--- src/rtl/gbn_pkg.sv ---
package gbn_pkg;

   typedef enum logic [2:0] {
      ST_IDLE,
      ST_MSG,
      ST_ACK,
      ST_TICK,
      ST_FILL,
      ST_RD,
      ST_WAIT,
      ST_DROP
   } state_type;

   localparam logic [1:0] OP_MSG  = 2'd0;
   localparam logic [1:0] OP_ACK  = 2'd1;
   localparam logic [1:0] OP_TICK = 2'd2;

   localparam logic CSR_TIMEOUT = 1'b0;
   localparam logic CSR_WINDOW  = 1'b1;

   localparam logic [15:0] TIMEOUT_RESET = 16'd30;
   localparam logic [3:0]  WINDOW_RESET  = 4'd8;

   localparam logic KIND_DATA = 1'b0;
   localparam logic KIND_DROP = 1'b1;

   typedef struct packed {
      logic [1:0]         opcode;
      logic [63:0]        payload;
      logic [15:0]        in_seq;
      logic [15:0]        in_ack;
      logic signed [31:0] in_checksum;
   } req_type;

   typedef struct packed {
      logic               kind;
      logic [15:0]        pkt_seq;
      logic [15:0]        pkt_ack;
      logic signed [31:0] pkt_checksum;
      logic [63:0]        pkt_payload;
      logic               last;
   } rsp_type;

   // Sum of the payload bytes, each taken as a signed byte, wrapping at 32 bits.
   function automatic logic [31:0] byte_sum(logic [63:0] p);
      logic [31:0] s;
      logic [7:0]  b;
      s = '0;
      for (int i = 0; i < 8; i++) begin
         b = p[8*i +: 8];
         s = s + {{24{b[7]}}, b};
      end
      return s;
   endfunction

endpackage

--- src/rtl/gbn_pkt_buf.sv ---
module gbn_pkt_buf #(
   parameter int DEPTH  = 64,
   parameter int DATA_W = 64,
   parameter int ADDR_W = $clog2(DEPTH)
) (
   input  logic              clock,
   input  logic              wr_en,
   input  logic [ADDR_W-1:0] wr_addr,
   input  logic [DATA_W-1:0] wr_data,
   input  logic              rd_en,
   input  logic [ADDR_W-1:0] rd_addr,
   output logic [DATA_W-1:0] rd_data
);

   logic [DATA_W-1:0] mem [DEPTH];
   logic [DATA_W-1:0] rd_data_ff;

   always_ff @(posedge clock) begin
      if (wr_en) begin
         mem[wr_addr] <= wr_data;
      end
   end

   // hold read data until the next read
   always_ff @(posedge clock) begin
      if (rd_en) begin
         rd_data_ff <= mem[rd_addr];
      end
   end

   assign rd_data = rd_data_ff;

endmodule

--- src/rtl/go_back_n_sender_unit.sv ---
// Go-Back-N sender.
// req channel (valid/ready): opcode 0 queues a message payload, opcode 1 delivers an
// acknowledgement, opcode 2 is one retransmit-timer tick; opcode 3 is consumed silently.
// rsp channel (valid/ready): sent data packets, or a drop notice when the packet buffer
// is full; last marks the final result caused by one request.
// csr port: index 0 timeout_ticks, index 1 window limit; write only while idle.
// Sequence: a message passes ST_MSG, then ST_FILL, or ST_DROP when the buffer is full; an
// ack passes ST_ACK, then ST_FILL if accepted; a tick passes ST_TICK, then ST_RD on a
// timeout. Opcode 3 does not leave idle. Each packet sent takes ST_RD (buffer read), then
// ST_WAIT (output load), as the packet buffer's read is registered. A burst holds at most
// WINDOW_MAX packets.
// req_ready is high whenever the sequencer is idle, even if a result still waits in
// the output register. When the receiver stalls, the sequencer holds with the next
// packet in its read register until the output register frees up.
// Reset: base, next and tail sequence numbers go to 1, timer stops, timeout 30,
// window 8. The packet buffer is not cleared; only written entries are ever read.
module go_back_n_sender_unit #(
   parameter int WINDOW_MAX    = 8,
   parameter int BUF_DEPTH     = 64,
   parameter int PAYLOAD_BYTES = 8,
   parameter int SEQ_BITS      = 16
) (
   input  logic            clock,
   input  logic            reset,
   input  logic            req_valid,
   output logic            req_ready,
   input  gbn_pkg::req_type req_data,
   output logic            rsp_valid,
   input  logic            rsp_ready,
   output gbn_pkg::rsp_type rsp_data,
   input  logic            csr_we,
   input  logic            csr_index,
   input  logic [15:0]     csr_wdata
);

   localparam int     SLOT_W   = $clog2(BUF_DEPTH);
   localparam int     CNT_W    = $clog2(WINDOW_MAX + 1);
   localparam int     PAY_W    = 8 * PAYLOAD_BYTES;
   localparam longint SEQ_MASK = (64'd1 << SEQ_BITS) - 64'd1;
   localparam int     BUF_CAP  = (longint'(BUF_DEPTH) < SEQ_MASK) ? BUF_DEPTH
                                                                  : int'(SEQ_MASK);

   function automatic logic [SLOT_W-1:0] slot_add(logic [SLOT_W-1:0] a,
                                                  logic [SLOT_W:0] b);
      logic [SLOT_W:0] s;
      s = {1'b0, a} + b;
      if (s >= (SLOT_W+1)'(BUF_DEPTH)) begin
         s = s - (SLOT_W+1)'(BUF_DEPTH);
      end
      return s[SLOT_W-1:0];
   endfunction

   gbn_pkg::state_type state_ff, state_in;

   logic [SEQ_BITS-1:0] base_ff, base_in;
   logic [SEQ_BITS-1:0] nts_ff, nts_in;
   logic [SEQ_BITS-1:0] tail_ff, tail_in;
   logic [SLOT_W-1:0]   bslot_ff, bslot_in;
   logic                timer_run_ff, timer_run_in;
   logic [15:0]         timer_cnt_ff, timer_cnt_in;
   logic [15:0]         timeout_ff, timeout_in;
   logic [3:0]          wsize_ff, wsize_in;
   logic [CNT_W-1:0]    burst_off_ff, burst_off_in;
   logic [CNT_W-1:0]    burst_cnt_ff, burst_cnt_in;
   logic                rsp_valid_ff, rsp_valid_in;

   logic [1:0]          op_ff, op_in;
   logic [PAY_W-1:0]    pay_ff, pay_in;
   logic [15:0]         iseq_ff, iseq_in;
   logic [15:0]         iack_ff, iack_in;
   logic [31:0]         ichk_ff, ichk_in;
   logic [SEQ_BITS-1:0] rd_seq_ff, rd_seq_in;
   logic                rd_last_ff, rd_last_in;
   gbn_pkg::rsp_type    rsp_data_ff, rsp_data_in;

   logic                mem_we, mem_re;
   logic [SLOT_W-1:0]   mem_waddr, mem_raddr;
   logic [PAY_W-1:0]    mem_rdata;

   logic                req_fire, out_free;
   logic [SEQ_BITS-1:0] win0, win1, win_eff;
   logic [SEQ_BITS-1:0] occ, noff, rem, avail, cnt_full;
   logic                buf_full;
   logic [SEQ_BITS-1:0] ack_num, ack_dist, ack_k, base_new;
   logic [31:0]         ack_sum;
   logic                ack_ok;
   logic [15:0]         tick_limit;
   logic                tick_fire;
   logic [CNT_W-1:0]    fill_cnt, resend_cnt;

   assign req_ready = (state_ff == gbn_pkg::ST_IDLE);
   assign req_fire  = req_valid && req_ready;
   assign out_free  = !rsp_valid_ff || rsp_ready;
   assign rsp_valid = rsp_valid_ff;
   assign rsp_data  = rsp_data_ff;

   // effective window: zero acts as one, clamp to WINDOW_MAX and buffer capacity
   assign win0    = (wsize_ff == 4'd0) ? SEQ_BITS'(1) : SEQ_BITS'(wsize_ff);
   assign win1    = (win0 > SEQ_BITS'(WINDOW_MAX)) ? SEQ_BITS'(WINDOW_MAX) : win0;
   assign win_eff = (win1 > SEQ_BITS'(BUF_CAP)) ? SEQ_BITS'(BUF_CAP) : win1;

   assign occ      = tail_ff - base_ff;
   assign noff     = nts_ff - base_ff;
   assign rem      = tail_ff - nts_ff;
   assign buf_full = (occ >= SEQ_BITS'(BUF_CAP));

   assign avail    = (noff < win_eff) ? (win_eff - noff) : '0;
   assign cnt_full = (avail < rem) ? avail : rem;
   assign fill_cnt = (op_ff == gbn_pkg::OP_MSG && cnt_full > SEQ_BITS'(1))
                     ? CNT_W'(1) : CNT_W'(cnt_full);
   assign resend_cnt = (noff > SEQ_BITS'(WINDOW_MAX)) ? CNT_W'(WINDOW_MAX) : CNT_W'(noff);

   assign ack_sum  = 32'(iseq_ff) + 32'(iack_ff) + gbn_pkg::byte_sum(64'(pay_ff));
   assign ack_num  = SEQ_BITS'(iack_ff);
   assign ack_dist = ack_num - base_ff;
   assign ack_k    = ack_dist + SEQ_BITS'(1);
   assign base_new = ack_num + SEQ_BITS'(1);
   assign ack_ok   = (ack_sum == ichk_ff) && (ack_dist < occ);

   assign tick_limit = (timeout_ff == 16'd0) ? 16'd1 : timeout_ff;
   assign tick_fire  = ({1'b0, timer_cnt_ff} + 17'd1) >= {1'b0, tick_limit};

   gbn_pkt_buf #(
      .DEPTH  (BUF_DEPTH),
      .DATA_W (PAY_W)
   ) u_buf (
      .clock   (clock),
      .wr_en   (mem_we),
      .wr_addr (mem_waddr),
      .wr_data (pay_ff),
      .rd_en   (mem_re),
      .rd_addr (mem_raddr),
      .rd_data (mem_rdata)
   );

   always_comb begin
      state_in = state_ff;
      unique case (state_ff)
         gbn_pkg::ST_IDLE: begin
            if (req_valid) begin
               case (req_data.opcode)
                  gbn_pkg::OP_MSG:  state_in = gbn_pkg::ST_MSG;
                  gbn_pkg::OP_ACK:  state_in = gbn_pkg::ST_ACK;
                  gbn_pkg::OP_TICK: state_in = gbn_pkg::ST_TICK;
                  default:          state_in = gbn_pkg::ST_IDLE;
               endcase
            end
         end
         gbn_pkg::ST_MSG:  state_in = buf_full ? gbn_pkg::ST_DROP : gbn_pkg::ST_FILL;
         gbn_pkg::ST_ACK:  state_in = ack_ok ? gbn_pkg::ST_FILL : gbn_pkg::ST_IDLE;
         gbn_pkg::ST_TICK: begin
            state_in = (timer_run_ff && tick_fire && resend_cnt != '0)
                       ? gbn_pkg::ST_RD : gbn_pkg::ST_IDLE;
         end
         gbn_pkg::ST_FILL: state_in = (fill_cnt != '0) ? gbn_pkg::ST_RD : gbn_pkg::ST_IDLE;
         gbn_pkg::ST_RD:   state_in = gbn_pkg::ST_WAIT;
         gbn_pkg::ST_WAIT: begin
            if (out_free) begin
               state_in = (burst_cnt_ff != '0) ? gbn_pkg::ST_RD : gbn_pkg::ST_IDLE;
            end
         end
         gbn_pkg::ST_DROP: begin
            if (out_free) begin
               state_in = gbn_pkg::ST_IDLE;
            end
         end
         default: state_in = gbn_pkg::ST_IDLE;
      endcase
   end

   always_comb begin
      base_in      = base_ff;
      nts_in       = nts_ff;
      tail_in      = tail_ff;
      bslot_in     = bslot_ff;
      timer_run_in = timer_run_ff;
      timer_cnt_in = timer_cnt_ff;
      timeout_in   = timeout_ff;
      wsize_in     = wsize_ff;
      burst_off_in = burst_off_ff;
      burst_cnt_in = burst_cnt_ff;
      op_in        = op_ff;
      pay_in       = pay_ff;
      iseq_in      = iseq_ff;
      iack_in      = iack_ff;
      ichk_in      = ichk_ff;
      rd_seq_in    = rd_seq_ff;
      rd_last_in   = rd_last_ff;
      rsp_data_in  = rsp_data_ff;
      rsp_valid_in = rsp_valid_ff && !rsp_ready;
      mem_we       = 1'b0;
      mem_waddr    = slot_add(bslot_ff, (SLOT_W+1)'(occ));
      mem_re       = 1'b0;
      mem_raddr    = slot_add(bslot_ff, (SLOT_W+1)'(burst_off_ff));

      if (csr_we) begin
         unique case (csr_index)
            gbn_pkg::CSR_TIMEOUT: timeout_in = csr_wdata;
            gbn_pkg::CSR_WINDOW:  wsize_in   = csr_wdata[3:0];
            default: ;
         endcase
      end

      unique case (state_ff)
         gbn_pkg::ST_IDLE: begin
            if (req_fire) begin
               op_in   = req_data.opcode;
               pay_in  = PAY_W'(req_data.payload);
               iseq_in = req_data.in_seq;
               iack_in = req_data.in_ack;
               ichk_in = req_data.in_checksum;
            end
         end
         gbn_pkg::ST_MSG: begin
            if (!buf_full) begin
               mem_we  = 1'b1;
               tail_in = tail_ff + SEQ_BITS'(1);
            end
         end
         gbn_pkg::ST_ACK: begin
            if (ack_ok) begin
               base_in  = base_new;
               bslot_in = slot_add(bslot_ff, (SLOT_W+1)'(ack_k));
               // next_to_send never falls behind the new base
               if (noff < ack_k) begin
                  nts_in = base_new;
               end
            end
         end
         gbn_pkg::ST_TICK: begin
            if (timer_run_ff) begin
               if (tick_fire) begin
                  timer_cnt_in = '0;
                  burst_off_in = '0;
                  burst_cnt_in = resend_cnt;
               end else begin
                  timer_cnt_in = timer_cnt_ff + 16'd1;
               end
            end
         end
         gbn_pkg::ST_FILL: begin
            nts_in       = nts_ff + SEQ_BITS'(fill_cnt);
            burst_off_in = CNT_W'(noff);
            burst_cnt_in = fill_cnt;
            if (op_ff == gbn_pkg::OP_MSG) begin
               // start the timer when the window's first packet goes out
               if (fill_cnt != '0 && nts_ff == base_ff) begin
                  timer_run_in = 1'b1;
                  timer_cnt_in = '0;
               end
            end else begin
               timer_cnt_in = '0;
               timer_run_in = (fill_cnt != '0) || (nts_ff != base_ff);
            end
         end
         gbn_pkg::ST_RD: begin
            mem_re       = 1'b1;
            rd_seq_in    = base_ff + SEQ_BITS'(burst_off_ff);
            rd_last_in   = (burst_cnt_ff == CNT_W'(1));
            burst_off_in = burst_off_ff + CNT_W'(1);
            burst_cnt_in = burst_cnt_ff - CNT_W'(1);
         end
         gbn_pkg::ST_WAIT: begin
            if (out_free) begin
               rsp_valid_in              = 1'b1;
               rsp_data_in.kind          = gbn_pkg::KIND_DATA;
               rsp_data_in.pkt_seq       = 16'(rd_seq_ff);
               rsp_data_in.pkt_ack       = '0;
               rsp_data_in.pkt_checksum  = 32'(rd_seq_ff) + gbn_pkg::byte_sum(64'(mem_rdata));
               rsp_data_in.pkt_payload   = 64'(mem_rdata);
               rsp_data_in.last          = rd_last_ff;
            end
         end
         gbn_pkg::ST_DROP: begin
            if (out_free) begin
               rsp_valid_in              = 1'b1;
               rsp_data_in.kind          = gbn_pkg::KIND_DROP;
               rsp_data_in.pkt_seq       = '0;
               rsp_data_in.pkt_ack       = '0;
               rsp_data_in.pkt_checksum  = '0;
               rsp_data_in.pkt_payload   = '0;
               rsp_data_in.last          = 1'b1;
            end
         end
         default: ;
      endcase
   end

   always_ff @(posedge clock) begin
      if (reset) begin
         state_ff     <= gbn_pkg::ST_IDLE;
         base_ff      <= SEQ_BITS'(1);
         nts_ff       <= SEQ_BITS'(1);
         tail_ff      <= SEQ_BITS'(1);
         bslot_ff     <= '0;
         timer_run_ff <= 1'b0;
         timer_cnt_ff <= '0;
         timeout_ff   <= gbn_pkg::TIMEOUT_RESET;
         wsize_ff     <= gbn_pkg::WINDOW_RESET;
         burst_off_ff <= '0;
         burst_cnt_ff <= '0;
         rsp_valid_ff <= 1'b0;
      end else begin
         state_ff     <= state_in;
         base_ff      <= base_in;
         nts_ff       <= nts_in;
         tail_ff      <= tail_in;
         bslot_ff     <= bslot_in;
         timer_run_ff <= timer_run_in;
         timer_cnt_ff <= timer_cnt_in;
         timeout_ff   <= timeout_in;
         wsize_ff     <= wsize_in;
         burst_off_ff <= burst_off_in;
         burst_cnt_ff <= burst_cnt_in;
         rsp_valid_ff <= rsp_valid_in;
      end
   end

   always_ff @(posedge clock) begin
      op_ff       <= op_in;
      pay_ff      <= pay_in;
      iseq_ff     <= iseq_in;
      iack_ff     <= iack_in;
      ichk_ff     <= ichk_in;
      rd_seq_ff   <= rd_seq_in;
      rd_last_ff  <= rd_last_in;
      rsp_data_ff <= rsp_data_in;
   end

   a_occ_cap: assert property (@(posedge clock) disable iff (reset)
      occ <= SEQ_BITS'(BUF_CAP))
      else $error("buffer occupancy above capacity");

   a_nts_range: assert property (@(posedge clock) disable iff (reset)
      noff <= occ)
      else $error("next_to_send outside [base, tail]");

   a_idle_burst: assert property (@(posedge clock) disable iff (reset)
      state_ff == gbn_pkg::ST_IDLE |-> burst_cnt_ff == '0)
      else $error("burst left unfinished at idle");

   a_timer_outstanding: assert property (@(posedge clock) disable iff (reset)
      (state_ff == gbn_pkg::ST_IDLE && timer_run_ff) |-> nts_ff != base_ff)
      else $error("timer running with nothing outstanding");

   a_rd_then_wait: assert property (@(posedge clock) disable iff (reset)
      state_ff == gbn_pkg::ST_RD |=> state_ff == gbn_pkg::ST_WAIT)
      else $error("buffer read not followed by output load");

endmodule
--- config.mk ---
export PLATFORM = sky130hd
export DESIGN_NAME = go_back_n_sender_unit
export DESIGN_NICKNAME = d
export VERILOG_FILES = /design/src/rtl/gbn_pkg.sv /design/src/rtl/gbn_pkt_buf.sv /design/src/rtl/go_back_n_sender_unit.sv
export SDC_FILE = /design/constraint.sdc
export NUM_CORES = 2
export LEC_CHECK = 0
export BUFFER_PORTS_ARGS = -buffer_cell sky130_fd_sc_hd__buf_2
export CORE_MARGIN = 2
export CORE_UTILIZATION = 30
export DETAILED_ROUTE_END_ITERATION = 16
export PLACE_DENSITY = 0.56
export SLEW_MARGIN = 30
export SYNTH_ARGS = -nofsm -noshare
export SYNTH_HDL_FRONTEND = slang
export SYNTH_SLANG_ARGS = --single-unit
--- constraint.sdc ---
create_clock -name clock -period 11.3 [get_ports clock]
set_clock_uncertainty 0.05 [all_clocks]
set_input_delay 2.26 -clock clock [delete_from_list [all_inputs] [get_ports clock]]
set_output_delay 2.26 -clock clock [all_outputs]
set_load 0.05 [all_outputs]
# Word-level counts from Yosys, hierarchy flattened
# Memories as Yosys holds them, arrays and structs flattened. A register that Yosys moved wholly into a read port is not among the register bits.
# Cells that the tools add are included.
word_totals:
  output_inout_bits: 132
  mem_count: 1
  ff_bits: 380
  ramBits: 4096
memory_table:
  columns: ["memory", "words", "width", "read_ports", "rd_ports_with_merged_regs", "write_ports", "line_no", "rtl"]
  rows:
  - ["u_buf.mem", 64, 64, 1, 1, 1, "gbn_pkt_buf.sv:15", "logic [DATA_W-1:0] mem [DEPTH];"]
op_classes:
  n_mux: 47
  n_reduce_logical: 35
  order_cmp: 13
  n_addsub: 37
  bitwise_logic: 2
  n_eq_ne: 22
op_table:
  columns: ["cell", "count"]
  rows:
  - ["130-bit 2-to-1 mux", 2]
  - ["130-bit one-hot mux with 2 select lines", 1]
  - ["16-bit 2-to-1 mux", 9]
  - ["16-bit by 1-bit adder with 16-bit output (second input constant)", 4]
  - ["16-bit one-hot mux with 2 select lines", 2]
  - ["16-bit subtractor", 4]
  - ["16-bit < comparator", 3]
  - ["16-bit by 4-bit adder with 16-bit output", 2]
  - ["32-bit == test", 1]
  - ["4-bit 2-to-1 mux", 8]
  - ["14-bit by 8-bit adder with 15-bit output", 2]
  - ["13-bit by 8-bit adder with 14-bit output", 2]
  - ["12-bit by 8-bit adder with 13-bit output", 2]
  - ["11-bit by 8-bit adder with 12-bit output", 2]
  - ["3-bit one-hot mux with 8 select lines", 1]
  - ["4-bit one-hot mux with 3 select lines", 2]
  - ["10-bit by 8-bit adder with 11-bit output", 2]
  - ["7-bit >= comparator (second input constant)", 3]
  - ["3-bit 2-to-1 mux", 7]
  - ["9-bit by 8-bit adder with 10-bit output", 2]
  - ["18-bit by 15-bit adder with 19-bit output", 1]
  - ["17-bit by 15-bit adder with 18-bit output", 1]
  - ["8-bit by 8-bit adder with 9-bit output", 2]
  - ["6-bit 2-to-1 mux", 3]
  - ["other kinds (44)", 88]

# Depth between registers and ports, before layout
depth:
  depth_word: 18
  mapped_depth: 39

# By module
# From an unflattened synthesis, not the netlist that was laid out.
unflattened:
  cells_unflattened: 9116
  hier_area_um2: 183277.0
modules_own_cells:
  columns: ["module", "seq_area_each_um2", "area_each_um2", "instances", "cells_each"]
  rows:
  - ["gbn_pkt_buf", 124919.8, 156985.6, 1, 6598]
  - ["go_back_n_sender_unit", 9479.1, 26291.5, 1, 2518]

# Worst setup path after synthesis
# Ideal clock, no wire load.
synth_timing:
  kind: "reg-to-reg"
  startpoint: "register iack_ff[0] (netlist: ack_num[0])"
  endpoint: "register nts_ff[0]"
  arrival_ns: 7.377
  slack_ns: 3.739
  path_buffers: 1
  path_stages_with_launch: 29
  period_less_slack_ns: 7.561
  cell_sequence: "edfxtp_1 ha_1 fa_1 a21o_1 a21oi_1 o21bai_1 a21oi_1 nor2b_1 o21a_1 o31a_1 o41ai_1 o211a_1 xnor2_1 fa_1 fa_1 fa_1 fa_1 inv_1 ha_1 a21oi_1 nor2b_1 a31oi_1 o2bb2ai_1 mux2_2 a2111oi_4 o21ai_2 buf_2 a2111oi_0 a21oi_1"
synth_via:
  elab_chain_cells: 6
  elab_cells_between_ends: 15
  cone_classes: "5 x add/sub; 2 x order compare; 3 x eq/ne; 3 x mux; 2 x reduce/logical"
synth_rtl:
  columns: ["item", "line_no", "rtl"]
  rows:
  - ["start, declared", "go_back_n_sender_unit.sv:70", "logic [15:0] iack_ff, iack_in;"]
  - ["start signal, assigned", "go_back_n_sender_unit.sv:323", "iack_ff <= iack_in;"]
  - ["parallel branches: the longest is 6 deep, another holds 16-bit subtractor", null, null]
  - ["end signal, assigned", "go_back_n_sender_unit.sv:306", "nts_ff <= nts_in;"]
  - ["end, declared", "go_back_n_sender_unit.sv:56", "logic [SEQ_BITS-1:0] nts_ff, nts_in;"]
# Parallel ways; which one is timed is not known. The select of a mux whose other input is x is not followed.
# A chain may end at the register's enable or synchronous reset.

# Worst setup path in the final report
layout_timing:
  startpoint: "register iack_ff[0] (netlist: ack_num[0])"
  endpoint: "register base_ff[5]"
layout_via:
  elab_chain_cells: 5
  elab_cells_between_ends: 8
  cone_classes: "4 x add/sub; 1 x order compare; 1 x eq/ne; 2 x reduce/logical"
layout_rtl:
  columns: ["item", "line_no", "rtl"]
  rows:
  - ["16-bit by 16-bit adder with 17-bit output", "go_back_n_sender_unit.sv:113", "assign ack_sum = 32'(iseq_ff) + 32'(iack_ff) + gbn_pkg::byte_sum(64'(pay_ff));"]
  - ["18-bit by 15-bit adder with 19-bit output", "go_back_n_sender_unit.sv:113", null]
  - ["32-bit == test", "go_back_n_sender_unit.sv:118", "assign ack_ok = (ack_sum == ichk_ff) && (ack_dist < occ);"]
  - ["1-bit logical AND", "go_back_n_sender_unit.sv:118", null]
  - ["2-bit AND reduction (no line)", null, null]
  - ["end signal, assigned", "go_back_n_sender_unit.sv:305", "base_ff <= base_in;"]
  - ["end, declared", "go_back_n_sender_unit.sv:55", "logic [SEQ_BITS-1:0] base_ff, base_in;"]
# Parallel ways exist; a longest one is shown, timed or not.

==> impl_metrics.sql <==
INSERT INTO impl_metrics (metric_group, metric, value, unit) VALUES
('routing', 'post-route-drc-count', '0', ''),
('critical_path', 'r2r_setup_slack', '2380', 'ps'),
('power', 'vdd.ir_drop.worst', '0.901', 'mV'),
('critical_path', 'setup.worst_path.start_class', 'flip-flop', ''),
('yosys', 'netlist-cell-type-count', '99', ''),
('floorplan', 'fp.dieW', '786', 'um'),
('floorplan', 'ioPinCount', '284', ''),
('critical_path', 'crit_buf_inv', '2', ''),
('yosys', 'post_synth_top_area_share', '0.722', ''),
('hold_path', 'hp-class', 'reg -> reg', ''),
('yosys', 'synth_seq_area_share', '0.733', ''),
('placement', 'io_buffer_count', '267', ''),
('yosys', 'netlist.top_cell.by_area', 'edfxtp_1', ''),
('layout', 'layout_cell_area_excl_fill', '213000', 'um2'),
('yosys', 'number_of_register_bits_inferred_by_synthesis', '4510', ''),
('placement', 'finalWeightedCongestion', '0.821', ''),
('grt', 'first_pass_grt_wire_length', '762000', 'um'),
('critical_path', 'crit_path_top_delay_cell', 'a2111oi_4', ''),
('clock_network', 'cts_tree', 'yes', ''),
('run_status', 'run_status', 'completed', ''),
('floorplan', 'die_height', '786', 'um'),
('floorplan', 'dieArea', '617000', 'um2'),
('clock_network', 'htree_num_levels', '5', ''),
('sta', 'worstMarginPinSlew', '1070', 'ps'),
('routing', 'dr.pass1.iters', '5', ''),
('yosys', 'area_of_the_mapped_netlist', '183000', 'um2'),
('yosys', 'syn-instance-count', '8437', ''),
('routing', 'antenna_violating_nets_post_route', '0', ''),
('grt', 'number_of_global_route_vias_before_repair', '91900', ''),
('sta', 'hold_ws', '417', 'ps'),
('routing', 'drt-total-wl', '560000', 'um'),
('clock_network', 'cts_inserted_buffers', '454', ''),
('yosys', 'synth_warnings', '0', ''),
('clock_network', 'cts.repair_timing.setup_buffer_count', '0', ''),
('critical_path', 'critical_path.max_stage_delay', '710', 'ps'),
('floorplan', 'fp-row-count', '287', ''),
('layout', 'finish.net_count', '9621', ''),
('critical_path', 'critical_path.max_fanout', '15', ''),
('grt', 'antenna_found_initial', '52', ''),
('layout', 'filler_cell_count', '56000', ''),
('power', 'p_per_area', '241', 'nW/um2'),
('sta', 'final_period_minus_worst_setup_slack', '8920', 'ps'),
('routing', 'via_count', '92400', ''),
('critical_path', 'path_delay_family', 'compound AO/OA/AOI/OAI gates', ''),
('critical_path', 'timing.critical_path.arrival', '9710', 'ps'),
('hold_path', 'holdPathEnd', 'timeout_ff[0]$_SDFFE_PP0P_', ''),
('layout', 'most-common-layout-cells', '4407 x edfxtp_1, 1343 x mux4_2, 459 x clkbuf_16', ''),
('routing', 'route.detailed.wl_per_inst', '31.8', 'um'),
('sta', 'maxSlewHeadroom', '0.287', ''),
('grt', 'grt_start_max_net_pins', '130', ''),
('sta', 'grt_setup_unrepaired', 'false', ''),
('sta', 'report.final.setup_viol', '0', ''),
('critical_path', 'end_kind', 'flip-flop', ''),
('critical_path', 'crit_required', '12090', 'ps'),
('clock_network', 'clk-insertion-delay-late', '1030', 'ps'),
('clock_network', 'ctsHoldBuffers', '0', ''),
('sta', 'fmaxAchievable', '0.112', 'GHz'),
('routing', 'drt_first_iter_violations', '12600', ''),
('hold_path', 'hold_path_origin', 'timeout_ff[0]$_SDFFE_PP0P_', ''),
('flow_run', 'drv_cap', '0', ''),
('power', 'power_leakage', '65.9', 'nW'),
('yosys', 'yosys-top-cells-area', 'edfxtp_1 72%, mux4_2 16%, fa_1 2.1%', ''),
('clock_network', 'max-clock-path-buffers', '4', ''),
('yosys', 'synth_ff_type', 'edfxtp_1', ''),
('clock_network', 'post_cts_sizing', '0', ''),
('clock_network', 'clock_sinks', '4510', ''),
('critical_path', 'r2r_end', 'base_ff[5]$_SDFFE_PP0P_', ''),
('clock_network', 'cts.root.buffer_cell', 'clkbuf_16', ''),
('placement', 'post_dp_cell_area', '197000', 'um2'),
('layout', 'layout_commonest_cell', 'edfxtp_1', ''),
('placement', 'number_of_placed_instances_taps_included', '16700', '');
[worst max-delay path by stage]
stage / start / endpoint / slack [ps] / cells past startpoint
final: ack_num[0]$_DFFE_PP_ / base_ff[5]$_SDFFE_PP0P_ / 2380 / 28
after global routing: base_ff[1]$_SDFFE_PP0P_ / nts_ff[14]$_SDFFE_PP0P_ / 1790 / 37
after CTS: ack_num[0]$_DFFE_PP_ / bslot_ff[5]$_SDFFE_PP0P_ / 2370 / 27
after detailed placement: ack_num[0]$_DFFE_PP_ / base_ff[5]$_SDFFE_PP0P_ / 2440 / 28
after global placement: ack_num[0]$_DFFE_PP_ / bslot_ff[5]$_SDFFE_PP0P_ / 2270 / 27
after floorplan: ack_num[0]$_DFFE_PP_ / nts_ff[0]$_SDFFE_PP1P_ / 3740 / 28
[sequential cells by signal, summed over array words and instances (netlist names), 6 cells and up]
name and cells:
u_buf.mem 4096, timeout_ff 16, rd_seq_ff 16, bslot_ff 6, rsp_data 100, timer_cnt_ff 16
ichk_ff 32, nts_ff 16, u_buf.rd_data 64, tail_ff 16, base_ff 16, pay_ff 64
ack_num 16, iseq_ff 16
[final cells by class]
cell class,count,area (um2),area share
multi-input cells,3265,46900,0.221
flip-flops and latches,4510,134000,0.632
repair buffers,537,4490,0.0211
diodes,43,108,0.000506
clock inverters,309,3550,0.0167
inverters,291,1100,0.00516
well taps,8092,10100,0.0476
clock buffers,537,11800,0.0555
[power breakdown]
group | switching [W] | internal (W) | leakage, nW | total, W
clock | 0.00656 | 0.00900 | 7.45 | 0.0156
combinational | 0.00939 | 0.00620 | 17.9 | 0.0156
sequential | 0.000207 | 0.0198 | 40.5 | 0.0200
total | 0.0162 | 0.0350 | 65.9 | 0.0511
[synth_stat cells, types with 94 or more instances]
cell,instances
edfxtp_1,4407
mux4_2,1343
inv_1,291
clkbuf_1,275
nor2_1,238
ha_1,216
fa_1,194
a21oi_1,133
xnor2_1,131
nand2_1,119
dfxtp_1,103
and2_1,94
[worst reg2reg max path, delay by kind of cell (launching register included)]
family,cells,cell delay (ps)
flops,1,520
compound gates,12,3330
simple gates,4,750
mux,2,600
buf+inv,2,430
fa+ha+maj,7,2970
xor+xnor,1,140
[kinds of logic (layout without fill, tap and decap cells)]
| kind of cell | count (synthesis) | in the layout | synth area share |
|---|---|---|---|
| other | 1 | 65 | 0.0000205 |
| adder cells (fa/ha/maj) | 410 | 410 | 0.0359 |
| flip-flops | 4510 | 4510 | 0.733 |
| AO/OA/AOI/OAI | 494 | 494 | 0.0188 |
| buffers and inverters | 683 | 1674 | 0.0147 |
| AND/OR/NAND/NOR | 764 | 764 | 0.0212 |
| XOR/XNOR | 195 | 195 | 0.00931 |
| multiplexers | 1380 | 1380 | 0.167 |
[stage by stage]
step	power, W	setup WS, ps	util
after floorplan	0.0314	3740	-
after global placement	0.0357	2270	0.322
after detailed placement	0.0358	2440	0.323
after CTS	0.0514	2370	0.348
after global routing	0.0536	1790	0.348
final	0.0511	2380	0.349
[per-layer routing]
metal / vias to the layer above / global-route usage / wire [um]
met5: - / 0 / 71
met4: 12 / 0.0467 / 16200
met3: 841 / 0.0287 / 47200
met2: 4588 / 0.288 / 269000
met1: 50700 / 0.245 / 228000
li1: 36300 / - / -
Note: power is estimated with default switching activity, not from simulation.
